===== src/design/spq_pkg.sv =====
// Shared types and default sizes for the sorted priority queue.
package spq_pkg;

    localparam int DEPTH      = 16;
    localparam int ELEM_WIDTH = 32;
    localparam int PRIO_WIDTH = 16;

    typedef enum logic {
        OP_ENQ = 1'b0,
        OP_DEQ = 1'b1
    } t_op;

    typedef struct packed {
        logic enq;
        logic deq;
    } t_cell_ctl;

endpackage


===== src/design/spq_cell.sv =====
// One storage cell of the sorted chain: compare, hold, insert or shift.
module spq_cell #(
    parameter int ELEM_WIDTH = spq_pkg::ELEM_WIDTH,
    parameter int PRIO_WIDTH = spq_pkg::PRIO_WIDTH
) (
    input  logic                  i_clk,
    input  spq_pkg::t_cell_ctl    i_ctl,
    input  logic                  i_occupied,
    input  logic [PRIO_WIDTH-1:0] i_new_prio,
    input  logic [ELEM_WIDTH-1:0] i_new_elem,
    input  logic                  i_prev_keep,
    input  logic [PRIO_WIDTH-1:0] i_prev_prio,
    input  logic [ELEM_WIDTH-1:0] i_prev_elem,
    input  logic [PRIO_WIDTH-1:0] i_next_prio,
    input  logic [ELEM_WIDTH-1:0] i_next_elem,
    output logic                  o_keep,
    output logic [PRIO_WIDTH-1:0] o_prio,
    output logic [ELEM_WIDTH-1:0] o_elem
);
    import spq_pkg::*;

    logic [PRIO_WIDTH-1:0] r_prio;
    logic [PRIO_WIDTH-1:0] n_prio;
    logic [ELEM_WIDTH-1:0] r_elem;
    logic [ELEM_WIDTH-1:0] n_elem;
    logic                  keep;

    assign keep = i_occupied && (r_prio <= i_new_prio);

    always_comb begin
        n_prio = r_prio;
        n_elem = r_elem;
        if (i_ctl.deq) begin
            n_prio = i_next_prio;
            n_elem = i_next_elem;
        end else if (i_ctl.enq && !keep) begin
            if (i_prev_keep) begin
                n_prio = i_new_prio;
                n_elem = i_new_elem;
            end else begin
                n_prio = i_prev_prio;
                n_elem = i_prev_elem;
            end
        end
    end

    always_ff @(posedge i_clk) begin
        r_prio <= n_prio;
        r_elem <= n_elem;
    end

    assign o_keep = keep;
    assign o_prio = r_prio;
    assign o_elem = r_elem;

endmodule


===== src/design/sorted_priority_queue.sv =====
// Top level of the sorted priority queue: cell chain, occupancy and result handshake.
//
//  channel   direction  handshake           payload
//  input     in         i_valid / o_stall   i_operation, i_element, i_priority_req
//  result    out        o_valid / i_stall   o_head_element, o_head_priority, o_count,
//                                           o_is_empty, o_error
//
// One item per cycle while o_stall is low: every cell compares against the new
// priority and loads, holds or shifts in the same cycle.
// The result of an item shows in the cycle after it is accepted and holds while stalled;
// no new item is taken while an unread result is stalled.
// Reset (synchronous, i_rst_n low) empties the queue and drops any pending result.
module sorted_priority_queue #(
    parameter int DEPTH      = spq_pkg::DEPTH,
    parameter int ELEM_WIDTH = spq_pkg::ELEM_WIDTH,
    parameter int PRIO_WIDTH = spq_pkg::PRIO_WIDTH,
    parameter int CNT_W      = $clog2(DEPTH + 1)
) (
    input  logic                  i_clk,
    input  logic                  i_rst_n,
    input  logic                  i_valid,
    output logic                  o_stall,
    input  logic                  i_operation,
    input  logic [ELEM_WIDTH-1:0] i_element,
    input  logic [PRIO_WIDTH-1:0] i_priority_req,
    output logic                  o_valid,
    input  logic                  i_stall,
    output logic [ELEM_WIDTH-1:0] o_head_element,
    output logic [PRIO_WIDTH-1:0] o_head_priority,
    output logic [CNT_W-1:0]      o_count,
    output logic                  o_is_empty,
    output logic                  o_error
);
    import spq_pkg::*;

    logic [CNT_W-1:0]      r_count;
    logic [CNT_W-1:0]      n_count;
    logic                  r_out_valid;
    logic                  n_out_valid;
    logic                  r_error;
    logic                  n_error;

    logic                  accept;
    logic                  full;
    logic                  empty;
    t_op                   op;
    t_cell_ctl             ctl;

    logic [DEPTH-1:0]      occ;
    logic [DEPTH-1:0]      keep;
    logic [PRIO_WIDTH-1:0] prio [DEPTH];
    logic [ELEM_WIDTH-1:0] elem [DEPTH];

    assign o_stall = r_out_valid && i_stall;
    assign accept  = i_valid && !o_stall;
    assign op      = t_op'(i_operation);
    assign full    = (r_count == CNT_W'(DEPTH));
    assign empty   = (r_count == '0);

    always_comb begin
        ctl.enq     = accept && (op == OP_ENQ) && !full;
        ctl.deq     = accept && (op == OP_DEQ) && !empty;
        n_count     = r_count;
        n_error     = r_error;
        n_out_valid = r_out_valid && i_stall;
        if (ctl.enq) begin
            n_count = r_count + CNT_W'(1);
        end else if (ctl.deq) begin
            n_count = r_count - CNT_W'(1);
        end
        if (accept) begin
            n_out_valid = 1'b1;
            n_error     = ((op == OP_ENQ) && full) || ((op == OP_DEQ) && empty);
        end
    end

    always_ff @(posedge i_clk) begin
        if (!i_rst_n) begin
            r_count     <= '0;
            r_out_valid <= 1'b0;
            r_error     <= 1'b0;
        end else begin
            r_count     <= n_count;
            r_out_valid <= n_out_valid;
            r_error     <= n_error;
        end
    end

    for (genvar gi = 0; gi < DEPTH; gi++) begin : g_cell
        logic                  prev_keep;
        logic [PRIO_WIDTH-1:0] prev_prio;
        logic [ELEM_WIDTH-1:0] prev_elem;
        logic [PRIO_WIDTH-1:0] next_prio;
        logic [ELEM_WIDTH-1:0] next_elem;

        assign occ[gi] = (CNT_W'(gi) < r_count);

        if (gi == 0) begin : g_first
            assign prev_keep = 1'b1;
            assign prev_prio = i_priority_req;
            assign prev_elem = i_element;
        end else begin : g_mid
            assign prev_keep = keep[gi-1];
            assign prev_prio = prio[gi-1];
            assign prev_elem = elem[gi-1];
        end

        if (gi == DEPTH - 1) begin : g_last
            assign next_prio = prio[gi];
            assign next_elem = elem[gi];
        end else begin : g_inner
            assign next_prio = prio[gi+1];
            assign next_elem = elem[gi+1];
        end

        spq_cell #(
            .ELEM_WIDTH (ELEM_WIDTH),
            .PRIO_WIDTH (PRIO_WIDTH)
        ) u_cell (
            .i_clk       (i_clk),
            .i_ctl       (ctl),
            .i_occupied  (occ[gi]),
            .i_new_prio  (i_priority_req),
            .i_new_elem  (i_element),
            .i_prev_keep (prev_keep),
            .i_prev_prio (prev_prio),
            .i_prev_elem (prev_elem),
            .i_next_prio (next_prio),
            .i_next_elem (next_elem),
            .o_keep      (keep[gi]),
            .o_prio      (prio[gi]),
            .o_elem      (elem[gi])
        );
    end

    assign o_valid         = r_out_valid;
    assign o_head_element  = empty ? '0 : elem[0];
    assign o_head_priority = empty ? '0 : prio[0];
    assign o_count         = r_count;
    assign o_is_empty      = empty;
    assign o_error         = r_error;

    a_count_bound: assert property (@(posedge i_clk) disable iff (!i_rst_n)
        r_count <= CNT_W'(DEPTH))
        else $error("occupancy above depth");

    a_error_holds: assert property (@(posedge i_clk) disable iff (!i_rst_n)
        (accept && (((op == OP_ENQ) && full) || ((op == OP_DEQ) && empty)))
        |=> (r_error && $stable(r_count)))
        else $error("rejected item changed occupancy");

    a_head_order: assert property (@(posedge i_clk) disable iff (!i_rst_n)
        (r_count >= CNT_W'(2)) |-> (prio[0] <= prio[1]))
        else $error("head entries out of order");

    a_count_step: assert property (@(posedge i_clk) disable iff (!i_rst_n)
        !accept |=> $stable(r_count))
        else $error("occupancy changed without an item");

endmodule


===== config.mk =====
export PLATFORM = sky130hd
export DESIGN_NAME = sorted_priority_queue
export DESIGN_NICKNAME = d
export VERILOG_FILES = /design/src/design/spq_pkg.sv /design/src/design/spq_cell.sv /design/src/design/sorted_priority_queue.sv
export SDC_FILE = /design/constraint.sdc
export NUM_CORES = 2
export LEC_CHECK = 0
export ABC_AREA = 1
export BUFFER_PORTS_ARGS = -buffer_cell sky130_fd_sc_hd__buf_2
export CAP_MARGIN = 20
export CORE_ASPECT_RATIO = 0.5
export CORE_UTILIZATION = 49
export CTS_CLUSTER_SIZE = 30
export DETAILED_ROUTE_END_ITERATION = 12
export GPL_TIMING_DRIVEN = 0
export PLACE_DENSITY = 0.69
export SYNTH_ARGS = -nofsm -noshare
export SYNTH_HDL_FRONTEND = slang
export SYNTH_SLANG_ARGS = --single-unit

===== constraint.sdc =====
create_clock -name i_clk -period 4.8 [get_ports i_clk]
set_clock_uncertainty 0.05 [all_clocks]
set_input_delay 0.24 -clock i_clk [delete_from_list [all_inputs] [get_ports i_clk]]
set_output_delay 0.24 -clock i_clk [all_outputs]
set_load 0.03 [all_outputs]

==> flow_metrics.env <==
export IMPL_status="finished clean"
export IMPL_htree_levels=3
export IMPL_via_count=45148
export IMPL_power_density_nw_per_um2=425
export IMPL_synth_seq_cells=775
export IMPL_drive_gt1_share_pct=7.77
export IMPL_dp_cells=8084
export IMPL_clkSinkCount=775
export IMPL_initial_core_util_pct=49.7
export IMPL_cts_setup_buffers=0
export IMPL_first_global_vias=40564
export IMPL_clk_pin_slew_ns=0.06
export IMPL_startpoint_type="primary input"
export IMPL_pwr_share_seq_pct=42.0
export IMPL_dieArea_um2=103000
export IMPL_fin_area_um2=55700
export IMPL_ys_flop_type="edfxtp_1"
export IMPL_fmaxAchievable_mhz=219
export IMPL_worstSetupPathType="in2reg"
export IMPL_period_share_pct=95.2
export IMPL_synth_async_reset_ratio_pct=0
export IMPL_grt_pass1_wl_um=254000
export IMPL_wl_per_cell_um=20.7
export IMPL_cts_made_buffers=78
export IMPL_rows=82
export IMPL_syn_area_per_cell_um2=7.56
export IMPL_portBuffers=109
export IMPL_power_frac_comb_pct=31.6
export IMPL_tightest_slew_ns=1.11
export IMPL_ff2ff_setup_slack_ns=0.80
export IMPL_dp_slack_ns=0.0680
export IMPL_drv_slew=0
export IMPL_syn2layout_area_growth_pct=11.4
export IMPL_reg2reg_from="o_count[0]$_SDFFE_PN0P_"
export IMPL_clk_path_buf_depth=3
export IMPL_hold_class="in2reg"
export IMPL_final_common_cell="nand2_1"
export IMPL_hold_buffers=33
export IMPL_slew_headroom_pct=25.8
export IMPL_synthCells=6611
export IMPL_cp_end_kind="register"
export IMPL_power_frac_clock_pct=26.4
export IMPL_internal_power_w=0.0148
export IMPL_rsz0062_at_grt="false"
export IMPL_dpl_hpwl_um=136000
export IMPL_setup_viol=0
export IMPL_leakagePower_nw=27.6
export IMPL_fin_nets=7165
export IMPL_synth_edff_count=768
export IMPL_peakVddDrop_uv=256
export IMPL_min_delay_start="i_priority_req[8]"
export IMPL_core_area_um2=101000
export IMPL_synth_nets=6923
export IMPL_worstHoldPathCells=3
export IMPL_hold_viol_final=0
export IMPL_ant_nets=0
export IMPL_layout_common_cells="nand2_1 (2511), nand3_1 (1423), inv_1 (844)"
export IMPL_fill_cells=9536
export IMPL_yosys_warnings=0
export IMPL_grt_max_degree=31
export IMPL_cts_root_buffer="clkbuf_16"
export IMPL_fp_dieH_um=228
export IMPL_cts_tree="done"
export IMPL_fin_cells=8266
export IMPL_antenna_found_initial=17
export IMPL_die_w_um=454
export IMPL_switching_power_w=0.00884
export IMPL_syn_area_um2=50000
export IMPL_worst_r2r_endpoint="g_cell[0].u_cell.o_elem[0]$_DFFE_PP_"
export IMPL_gp_congestion=0.972
export IMPL_via_per_inst=5.46
export IMPL_overflow=0
export IMPL_utilization_pct=55.4
export IMPL_yosysSeqAreaShare_pct=46.4
export IMPL_drt_total_wl_um=172000
export IMPL_max_cap_viol_count=0
export IMPL_cp_data_arrival_time_ns=4.90
export IMPL_ys_types=31
export IMPL_reg2regPathDepth=11
export IMPL_clock_latency_ns=0.70
export IMPL_crit_fanout=25
export IMPL_post_cts_resized=0
export IMPL_startpoint="i_priority_req[14]"
export IMPL_switching_share_pct=37.3
export IMPL_worstPathRequired_ns=5.13
export IMPL_holdWs_ns=0.0420
export IMPL_io_pins=110
export IMPL_placed_area_um2=52900
export IMPL_grt_usage_pct=32.7
export IMPL_finalWorstSetupSlack_ns=0.229
export IMPL_dr_pass1_iters=6
export IMPL_worstHoldEndpoint="g_cell[15].u_cell.o_prio[8]$_DFFE_PP_"
export IMPL_period_minus_slack_ns=4.57
export IMPL_route_detailed_drc=0
export IMPL_drt_iter0_markers=6409
-- kinds of logic after synthesis --
family          share of synthesized area [%]
compound gates                           2.36
flops                                    46.4
buf+inv                                  10.5
fa+ha+maj                                6.48
simple gates                             34.3
-- state kept, by name, summed over array words and instances (netlist names) --
name and flops:
o_valid 1, g_cell.u_cell.o_elem 512, g_cell.u_cell.o_prio 256, o_count 5, o_error 1
-- cells in the mapped netlist, types with 22 or more instances --
cell type	instances	share of area [%]
nor2_1	81	0.61
ha_1	259	6.5
inv_1	844	6.3
o21ai_0	71	0.71
clkbuf_1	190	1.4
edfxtp_1	768	46
nand3_1	1423	14
nand2_1	2512	19
buf_4	22	0.33
buf_2	227	2.3
a21oi_1	105	1.1
nand4_1	23	0.29
-- routing by layer --
layer	part of all wire (%)	GRT usage (%)	wire (um)
met1	44	50.2	75500
met2	38	42.9	64800
met3	16	11.7	27600
met4	2.0	7.54	3490
met5	0.094	0	161
-- power groups by stage --
stage | Combinational [W] | Clock [W] | Sequential [W]
4_1_cts | 0.00730 | 0.00624 | 0.00990
5_1_grt | 0.00831 | 0.00650 | 0.0100
3_5_place_dp | 0.00724 | 0 | 0.0100
2_1_floorplan | 0.00499 | 0 | 0.00978
3_3_place_gp | 0.00693 | 0 | 0.0101
6_report | 0.00748 | 0.00624 | 0.00995
-- area by class of cell --
class	instances	area [um^2]	share of cell area, %
clock buffers	102	2110	3.78
diodes	8	20.0	0.0359
repair buffers	162	1310	2.34
plain buffers	442	2040	3.67
flip-flops and latches	775	23200	41.6
clock inverters	39	350	0.629
inverters	853	3200	5.75
multi-input cells	4541	21800	39.1
well taps	1344	1680	3.02
-- worst max-delay path: stages --
cell           delay (ns)
dlygate4sd3_1        0.54
buf_2                0.26
inv_1                0.20
clkbuf_2             0.53
ha_1                 0.49
nand2_1              0.12
o21ai_0              0.43
a21oi_1              0.10
nand2_1              0.09
nand2_1              0.32
buf_4                0.33
clkbuf_1             0.26
a31oi_4              0.67
buf_12               0.28
-- per-stage QoR --
stage               TNS (ns)  power, W
global route               0    0.0248
floorplan                  0    0.0148
finish                     0    0.0237
CTS                        0    0.0234
global placement    -1242.01    0.0170
detailed placement         0    0.0173
-- how the worst max path moves through the flow --
| stage | cells after the start | to |
|---|---|---|
| global placement | 12 | g_cell[15].u_cell.o_prio[10]$_DFFE_PP_ |
| global route | 14 | g_cell[0].u_cell.o_elem[1]$_DFFE_PP_ |
| detailed placement | 13 | g_cell[11].u_cell.o_prio[7]$_DFFE_PP_ |
| CTS | 14 | g_cell[11].u_cell.o_prio[9]$_DFFE_PP_ |
| finish | 14 | g_cell[11].u_cell.o_elem[19]$_DFFE_PP_ |
| floorplan | 10 | g_cell[15].u_cell.o_elem[0]$_DFFE_PP_ |
(Power assumes the default switching activity.)
